===== src/rtl/swm_pkg.sv =====
// Package for the scope wildcard matcher: request and result types
// and the character codes that the matcher recognizes. No dependencies.
`timescale 1ns / 1ps

package swm_pkg;

	// One request: a pattern byte to load or a value byte to match.
	typedef struct packed {
		logic       func;
		logic [7:0] char_code;
	} item_t;

	// One result, given when a value's terminating zero byte arrives.
	typedef struct packed {
		logic matched;
		logic pattern_too_long;
	} result_t;

	// Request kinds carried in the func field.
	localparam logic FUNC_LOAD  = 1'b0;
	localparam logic FUNC_MATCH = 1'b1;

	// Characters with a special meaning in a pattern.
	localparam logic [7:0] CH_NUL   = 8'h00;
	localparam logic [7:0] CH_PLUS  = 8'h2B;
	localparam logic [7:0] CH_SLASH = 8'h2F;
	localparam logic [7:0] CH_HASH  = 8'h23;

endpackage


===== src/rtl/swm_match_core.sv =====
// Matching core of the scope wildcard matcher: pattern store, pattern
// state and the per-byte match step. Depends on swm_pkg.
`timescale 1ns / 1ps

module swm_match_core #(
	parameter int PATTERN_MAX = 64
) (
	input  logic             clk,
	input  logic             arst_n,
	input  logic             en,
	input  swm_pkg::item_t   item,
	output logic             res_valid,
	output swm_pkg::result_t res
);
	import swm_pkg::*;

	localparam int LW = $clog2(PATTERN_MAX + 1);
	localparam int AW = $clog2(PATTERN_MAX);

	// Pattern store; the read data register always holds the entry at the pointer.
	logic [7:0] mem [PATTERN_MAX];
	logic [7:0] rd_q;

	logic [LW-1:0] len_q, len_d;
	logic [LW-1:0] ptr_q, ptr_d;
	logic          load_open_q, load_open_d;
	logic          eml_q, eml_d;
	logic          ovf_q, ovf_d;
	logic          skip_q, skip_d;
	logic          started_q, started_d;
	logic          decided_q, decided_d;
	logic          dres_q, dres_d;
	logic [7:0]    last_q, last_d;
	logic [7:0]    prev_q, prev_d;

	logic          we;
	logic [AW-1:0] waddr;
	logic [AW-1:0] raddr;
	logic          whole_ml;
	logic          at_tail;
	logic          go;

	// A pattern of exactly "/#" accepts any non-empty value.
	assign whole_ml = eml_q && (len_q == LW'(2));
	// The pointer sits on the trailing "/#" of the pattern.
	assign at_tail  = eml_q && (({1'b0, ptr_q} + (LW + 1)'(2)) == {1'b0, len_q});

	// Next-state logic for one request.
	always_comb begin
		len_d       = len_q;
		ptr_d       = ptr_q;
		load_open_d = load_open_q;
		eml_d       = eml_q;
		ovf_d       = ovf_q;
		skip_d      = skip_q;
		started_d   = started_q;
		decided_d   = decided_q;
		dres_d      = dres_q;
		last_d      = last_q;
		prev_d      = prev_q;
		we          = 1'b0;
		waddr       = len_q[AW-1:0];
		go          = 1'b0;
		res_valid   = 1'b0;
		res         = '0;
		if (en) begin
			if (item.func == FUNC_LOAD) begin
				// Any pattern byte abandons a value in progress.
				ptr_d     = '0;
				skip_d    = 1'b0;
				started_d = 1'b0;
				decided_d = 1'b0;
				dres_d    = 1'b0;
				if (!load_open_q) begin
					len_d = '0;
					ovf_d = 1'b0;
					eml_d = 1'b0;
				end
				if (item.char_code != CH_NUL) begin
					load_open_d = 1'b1;
					if (len_d < LW'(PATTERN_MAX)) begin
						we     = 1'b1;
						waddr  = len_d[AW-1:0];
						len_d  = len_d + LW'(1);
						prev_d = last_q;
						last_d = item.char_code;
					end else begin
						ovf_d = 1'b1;
					end
				end else begin
					load_open_d = 1'b0;
					eml_d = !ovf_d && (len_d >= LW'(2)) &&
						(prev_q == CH_SLASH) && (last_q == CH_HASH);
				end
			end else if (item.char_code != CH_NUL) begin
				started_d = 1'b1;
				if (!decided_q && !whole_ml) begin
					// Inside a '+' level, bytes up to the next slash are skipped.
					go = 1'b1;
					if (skip_q) begin
						if (item.char_code != CH_SLASH) begin
							go = 1'b0;
						end else begin
							skip_d = 1'b0;
						end
					end
					if (go) begin
						priority if (at_tail) begin
							decided_d = 1'b1;
							dres_d    = (item.char_code == CH_SLASH);
						end else if (ptr_q >= len_q) begin
							decided_d = 1'b1;
							dres_d    = 1'b0;
						end else if (rd_q == CH_PLUS) begin
							if (item.char_code == CH_SLASH) begin
								decided_d = 1'b1;
								dres_d    = 1'b0;
							end else begin
								skip_d = 1'b1;
								ptr_d  = ptr_q + LW'(1);
							end
						end else if (rd_q != item.char_code) begin
							decided_d = 1'b1;
							dres_d    = 1'b0;
						end else begin
							ptr_d = ptr_q + LW'(1);
						end
					end
				end
			end else begin
				// End of the value: give the result and start over.
				res_valid            = 1'b1;
				res.pattern_too_long = ovf_q;
				priority if (ovf_q) begin
					res.matched = 1'b0;
				end else if (whole_ml) begin
					res.matched = started_q;
				end else if (decided_q) begin
					res.matched = dres_q;
				end else if (at_tail) begin
					res.matched = 1'b1;
				end else begin
					res.matched = (ptr_q == len_q);
				end
				ptr_d     = '0;
				skip_d    = 1'b0;
				started_d = 1'b0;
				decided_d = 1'b0;
				dres_d    = 1'b0;
			end
		end
	end

	assign raddr = ptr_d[AW-1:0];

	// Store write and read; a write to the address being read is forwarded.
	always_ff @(posedge clk) begin
		if (we) begin
			mem[waddr] <= item.char_code;
		end
		if (we && (waddr == raddr)) begin
			rd_q <= item.char_code;
		end else begin
			rd_q <= mem[raddr];
		end
	end

	// Last two stored pattern bytes, used to spot a trailing "/#".
	always_ff @(posedge clk) begin
		last_q <= last_d;
		prev_q <= prev_d;
	end

	// Pattern and match state.
	always_ff @(posedge clk or negedge arst_n) begin
		if (!arst_n) begin
			len_q       <= '0;
			ptr_q       <= '0;
			load_open_q <= 1'b0;
			eml_q       <= 1'b0;
			ovf_q       <= 1'b0;
			skip_q      <= 1'b0;
			started_q   <= 1'b0;
			decided_q   <= 1'b0;
			dres_q      <= 1'b0;
		end else begin
			len_q       <= len_d;
			ptr_q       <= ptr_d;
			load_open_q <= load_open_d;
			eml_q       <= eml_d;
			ovf_q       <= ovf_d;
			skip_q      <= skip_d;
			started_q   <= started_d;
			decided_q   <= decided_d;
			dres_q      <= dres_d;
		end
	end

endmodule


===== src/rtl/scope_wildcard_matcher.sv =====
// Top level of the scope wildcard matcher: request register, matching core
// and result register. Depends on swm_pkg and swm_match_core.
//
// Usage: requests arrive on item_valid / item_stall / item, one byte each.
// A request with func 0 loads a pattern byte; a zero byte closes the pattern.
// A request with func 1 streams a value byte; the value's zero byte yields
// one result on result_valid / result_stall / result. Other requests give
// no result.
// Path: a zero byte passes through the request register, then the result
// register, from which the receiver takes the result. Throughput is one
// request per cycle while no result is held under result_stall; the pattern
// store read for the next byte is issued in the same cycle that the current
// byte moves the pattern pointer.
// Stalls: while a result waits under result_stall, one more request is
// still taken into the request register; item_stall rises only when that
// register is full and the result register is blocked.
// Reset: arst_n clears all control state, the pattern becomes empty (it
// matches only the empty value) and no request or result is pending.
`timescale 1ns / 1ps

module scope_wildcard_matcher #(
	parameter int PATTERN_MAX = 64
) (
	input  logic             clk,
	input  logic             arst_n,
	input  logic             item_valid,
	output logic             item_stall,
	input  swm_pkg::item_t   item,
	output logic             result_valid,
	input  logic             result_stall,
	output swm_pkg::result_t result
);
	import swm_pkg::*;

	logic    valid_s1;
	item_t   item_s1;
	logic    proceed;
	logic    core_valid;
	result_t core_res;

	// The request register moves on whenever the result register can take data.
	assign proceed    = !result_valid || !result_stall;
	assign item_stall = valid_s1 && !proceed;

	// Request register.
	always_ff @(posedge clk or negedge arst_n) begin
		if (!arst_n) begin
			valid_s1 <= 1'b0;
		end else if (!item_stall) begin
			valid_s1 <= item_valid;
		end
	end

	always_ff @(posedge clk) begin
		if (!item_stall && item_valid) begin
			item_s1 <= item;
		end
	end

	swm_match_core #(
		.PATTERN_MAX(PATTERN_MAX)
	) u_core (
		.clk      (clk),
		.arst_n   (arst_n),
		.en       (valid_s1 && proceed),
		.item     (item_s1),
		.res_valid(core_valid),
		.res      (core_res)
	);

	// Result register.
	always_ff @(posedge clk or negedge arst_n) begin
		if (!arst_n) begin
			result_valid <= 1'b0;
		end else if (proceed) begin
			result_valid <= core_valid;
		end
	end

	always_ff @(posedge clk) begin
		if (proceed && core_valid) begin
			result <= core_res;
		end
	end

endmodule


===== config.mk =====
export PLATFORM = sky130hd
export DESIGN_NAME = scope_wildcard_matcher
export DESIGN_NICKNAME = d
export VERILOG_FILES = /design/src/rtl/swm_pkg.sv /design/src/rtl/swm_match_core.sv /design/src/rtl/scope_wildcard_matcher.sv
export SDC_FILE = /design/constraint.sdc
export NUM_CORES = 1
export LEC_CHECK = 0
export BUFFER_PORTS_ARGS = -buffer_cell sky130_fd_sc_hd__clkbuf_2
export CORE_MARGIN = 1
export CORE_UTILIZATION = 57
export DETAILED_ROUTE_END_ITERATION = 10
export PLACE_DENSITY = 0.75
export SYNTH_ARGS = -nofsm -noshare
export SYNTH_HDL_FRONTEND = slang
export SYNTH_SLANG_ARGS = --single-unit

===== constraint.sdc =====
create_clock -name clk -period 3.6 [get_ports clk]
set_input_delay 0.36 -clock clk [delete_from_list [all_inputs] [get_ports clk]]
set_output_delay 0.36 -clock clk [all_outputs]
set_load 0.02 [all_outputs]

# Word-level counts from Yosys, hierarchy flattened
# Memories as Yosys holds them, arrays and structs flattened. A register that Yosys moved wholly into a read port is not among the register bits.
# Cells that the tools add are included.
# W data, S select, Z words.
# word_totals
regBits,50
mem_bits_rw,512
input_bits,13
out_inout_bits,4
wordCells,146
memories,1
# op_classes
n_addsub,3
magnitude_cmp,3
eq_ne,18
mux,74
bitwise_logic,2
reduce_logical,27
# memory_table
name,depth,word_bits,read_ports,rd_ports_with_merged_regs,wr,line,rtl
u_core.mem,64,8,1,1,1,swm_match_core.sv:21,logic [7:0] mem [PATTERN_MAX];
# op_table
cell,count
$mux W7,14
$mux W1,55
$eq A8 B6 Y1 const B,4
$mux W6,5
$add A7 B1 Y7 const B,2
$ne A3 B3 Y1 const B,4
$ne A6 B5 Y1 const B,2
$logic_and A1 B1 Y1,10
$add A7 B2 Y8 const B,1
$eq A8 B7 Y1,1
$ne A4 B4 Y1 const B,2
$ne A8 B6 Y1 const B,1
$ne A8 B8 Y1,1
$reduce_bool A8 Y1,1
$eq A7 B2 Y1 const B,1
$eq A7 B7 Y1,1
$ge A7 B2 Y1 const B,1
$ge A7 B7 Y1,1
$logic_not A1 Y1,7
$lt A7 B7 Y1 const B,1
$reduce_and A7 Y1,1
$reduce_and A5 Y1,1
$reduce_and A2 Y1,2
$reduce_and A4 Y1,1
6 further kinds,7

# Logic depth before layout (Yosys ltp)
# depth
depth_word,13
ltp_mapped,16
mapped_depth_nobuf,12

# Hierarchy
# From an unflattened synthesis, not the netlist that was laid out.
# unflattened
cells_unflattened,1308
area_unflattened_um2,23183.5
# modules_own_cells
mod,n_inst,cells_each,area_each_um2,seq_area_each_um2
swm_match_core,1,1287,22754.3,16500.8
scope_wildcard_matcher,1,21,429.2,380.4

# Least setup slack after synthesis
# No wires, ideal clock.
# synth_timing
path_type,register to register
startpoint,reg item_s1[4] (netlist name)
endpoint,mem u_core.mem[33][0] (enable)
setup_time_ps,371
arrival_ps,3454
required_ps,3229
slack_ps,-225
stages_incl_launch_ff,9
path_buffers,1
synth_period_minus_slack_ps,3825
path_cell_list,edfxtp_1 -> nor3_1 -> nand2_1 -> o21ai_0 -> a21o_1 -> inv_1 -> clkbuf_1 -> nand3_1 -> nor2_1
# synth_via
elab_chain_len,6
elab_cells_between_ends,9
cone_classes,mux (8); reduce/logical (1)
# synth_rtl
element,line,rtl
start: declaration,scope_wildcard_matcher.sv:36,item_t item_s1;
start signal: assignment,scope_wildcard_matcher.sv:56,item_s1 <= item;
$reduce_bool A8 Y1 (*),swm_match_core.sv:79,if (item.char_code != CH_NUL) begin
$mux W1,swm_match_core.sv:79,
$mux W1,swm_match_core.sv:67,if (item.func == FUNC_LOAD) begin
$mux W1,swm_match_core.sv:66,if (en) begin
$mux W1,swm_match_core.sv:158,if (we) begin
$mux W1 (implied by the code),swm_match_core.sv:159,mem[waddr] <= item.char_code;
end: declaration,swm_match_core.sv:21,
# Every way passes the cells marked *; elsewhere a longest branch is shown, timed or not.

==> results.json <==
{
  "firstDrtPassIters": 7,
  "synth-seq-area-share_pct": 73.5,
  "grt_usage_pct": 27.1,
  "mappedNetlistArea_sq_um": 23000,
  "antenna_left": 0,
  "outcome": "finished, violations left",
  "clk_pin_slew_ns": 0.07,
  "syn_to_final_growth_pct": 18.1,
  "syn_area_per_cell_sq_um": 18.8,
  "wirelength_um": 55100,
  "grt_pass1_wl_um": 79900,
  "grt-ovfl-total": 0,
  "synth_edf_count": 539,
  "cts.sinks": 568,
  "pin_count": 17,
  "clk_latency_ns": 0.61,
  "fmaxAchievable_ghz": 0.274,
  "cp.required_ns": 4.14,
  "rsz0062_at_grt": "true",
  "setup_violations": 7,
  "drc": 0,
  "postLayoutSetupSlackWorst_ns": -0.0432,
  "max-vdd-ir-drop_mv": 0.468,
  "cts_made_buffers": 53,
  "slew-limit-headroom_pct": 24.7,
  "worst_setup_path_start_kind": "register",
  "min_period_ns": 3.64,
  "dr_total_vias": 12652,
  "core_area_sq_um": 39700,
  "final-instance-count-excl-fill": 2004,
  "hold_class": "primary input to asynchronous set/reset pin",
  "syn_inst": 1219,
  "die_w_um": 203,
  "die_y_um": 203,
  "cp_data_arrival_time_ns": 4.18,
  "numPlacedInstances": 1861,
  "htreeDepth": 2,
  "synth-main-ff-cell": "edfxtp_1",
  "place_congestion": 0.876,
  "finalHoldViolCount": 0,
  "violations": "negative setup slack",
  "crit_type": "register to register",
  "antenna_cells": 0,
  "ys_ff_latch": 568,
  "start_util_pct": 57.8,
  "dieArea_sq_um": 41100,
  "post-dp-hpwl_um": 33700,
  "synth_warnings": 0,
  "powerDensity_nw_per_um2": 518,
  "cts_tree": "yes",
  "clk_path_buf_depth": 3,
  "post_drt_wl_per_cell_um": 27.5,
  "antenna_found_initial": 0,
  "cp-end-kind": "register",
  "timing.final.crit_share_pct": 101,
  "via_per_inst": 6.31,
  "grt_max_degree": 69,
  "std_cell_rows": 73,
  "cp_max_fo": 6,
  "fin_nets": 1462,
  "drt_iter0_drc": 1385,
  "finalSetupTns_ns": -0.174,
  "holdWs_ns": 0.310,
  "tightest_slew_ns": 1.12,
  "drv_cap": 0,
  "grt_pass1_vias": 12588,
  "p_leak_nw": 8.93,
  "async_flop_share_pct": 4.05,
  "layout-drive-gt1-share_pct": 31.4,
  "port_buffers": 16,
  "syn_nets": 1243,
  "fin_worst_skew_ns": 0.0326,
  "cts_root_buf": "clkbuf_16",
  "slew_violations": 0,
  "netlist-cell-type-count": 65
}
-- worst max-delay path: stages (launching register included) --
cell,delay [ns]
dfxtp_4,0.37
buf_12,0.14
buf_8,0.14
mux4_2,0.52
mux4_2,0.48
nor2_2,0.13
a2bb2oi_2,0.21
xor2_1,0.19
o2111ai_1,0.14
and4b_1,0.31
a22oi_2,0.14
buf_12,0.18
or4_4,0.50
nand3_2,0.10
-- what timing repair did --
| action | in CTS | in global routing |
|---|---|---|
| hold endpoints to repair | 34 | 0 |
| cloned | 0 | 4 |
| setup endpoints to repair | 14 | 41 |
| setup buffers | 10 | 23 |
| pin swaps | 1 | 7 |
| hold buffers | 12 | 0 |
| resized for setup | 16 | 52 |
-- Yosys cell counts (7+ instances only) --
master	count	area, sq um
dfrtp_1	23	576
edfxtp_1	539	16200
inv_1	21	78.8
mux2i_1	38	380
a22oi_1	16	120
nor3_1	11	55.1
nor2_1	102	383
buf_2	11	55.1
buf_6	8	90.1
mux4_2	116	2610
o21ai_0	14	70.1
nand4_1	12	75.1
nand2_1	51	191
clkbuf_1	22	82.6
ha_1	11	138
mux2_2	9	101
xor2_1	8	70.1
a21oi_1	11	55.1
nand2b_1	7	43.8
nor2b_1	9	56.3
xnor2_1	9	78.8
nand3_1	39	195
buf_4	14	105
mux4_1	8	210
-- sequential cells by signal, summed over array words and instances (netlist names), 2 cells and up, named ones only --
name	count
u_core.mem	512
item_s1	9
u_core.last_q	8
result	2
u_core.len_q	7
u_core.ptr_q	7
u_core.prev_q	8
-- through the flow --
| step | setup slack (ns) | utilization [%] | area (sq um) | total power [W] |
|---|---|---|---|---|
| finish | -0.0432 | 68.2 | 27100 | 0.0141 |
| global placement | -0.145 | 62.1 | 24700 | 0.00869 |
| floorplan | 0.112 | - | 23000 | 0.00827 |
| CTS | 0.00154 | 66.9 | 26600 | 0.0140 |
| global route | -0.112 | 68.2 | 27100 | 0.0144 |
| detailed placement | -0.199 | 62.1 | 24700 | 0.00872 |
-- layer usage --
layer	GRT usage [%]	routed length, um	share of wire (%)
met1	38.6	22200	40
met2	43.5	27100	49
met3	4.49	4470	8.1
met4	8.86	1310	2.4
met5	0	0	0
-- cell type report --
class	instances	area (sq um)
timing repair buffer	225	2010
clock inverter	30	241
tap	525	657
fill	2489	12600
sequential	568	16900
clock buffer	66	1420
multi-input combinational	567	5810
inverter	23	86.3
-- report_power, final --
group	leakage, nW	internal, W	switching, W
clock network	0.809	0.00306	0.00231
logic	2.91	0.000398	0.000764
registers	5.21	0.00741	0.000101
-- logic make-up after synthesis --
family | after synthesis | share of synthesized area (%)
mux | 171 | 14.4
xor+xnor | 17 | 0.648
fa+ha+maj | 11 | 0.599
compound gates | 104 | 3.32
buf+inv | 84 | 2.14
simple gates | 264 | 5.39
flops | 568 | 73.5
-- final timing paths --
path / endpoint / cells past startpoint / startpoint / slack, ns
max: u_core.ptr_q[5] / 13 / register / -0.04
min: u_core.started_q / 2 / arst_n / 0.31
max reg2reg: u_core.ptr_q[5] / 13 / register / -0.04
min reg2reg: u_core.prev_q[7] / 0 / u_core.last_q[7] / 0.44
max in group asynchronous: u_core.ptr_q[3] / 2 / arst_n / 2.88
min in group clk: u_core.prev_q[7] / 0 / u_core.last_q[7] / 0.44
-- cell usage in the layout, fill, tap and decap left out, types with 6 or more instances in the layout --
| cell type | netlist | layout |
|---|---|---|
| clkbuf_1 | 22 | 11 |
| xnor2_1 | 9 | 9 |
| nand3_1 | 39 | 34 |
| nand4_1 | 12 | 12 |
| dlygate4sd3_1 | 0 | 12 |
| clkinv_2 | 0 | 9 |
| edfxtp_1 | 539 | 539 |
| nor2b_1 | 9 | 8 |
| clkbuf_16 | 0 | 59 |
| nor2_1 | 102 | 102 |
| xor2_1 | 8 | 8 |
| mux2_2 | 9 | 9 |
| clkinv_1 | 2 | 16 |
| mux2i_1 | 38 | 33 |
| ha_1 | 11 | 11 |
| inv_1 | 21 | 20 |
| buf_12 | 3 | 16 |
| nor3_1 | 11 | 9 |
| o211ai_1 | 6 | 6 |
| clkbuf_2 | 0 | 16 |
| nand2b_1 | 7 | 7 |
| a21oi_1 | 11 | 9 |
| a22oi_2 | 1 | 10 |
| nand2_1 | 51 | 51 |
| dfrtp_1 | 23 | 23 |
| mux4_2 | 116 | 119 |
| buf_4 | 14 | 169 |
| a22oi_1 | 16 | 7 |
| o21ai_0 | 14 | 10 |
Note: power is estimated with default switching activity, not from simulation.
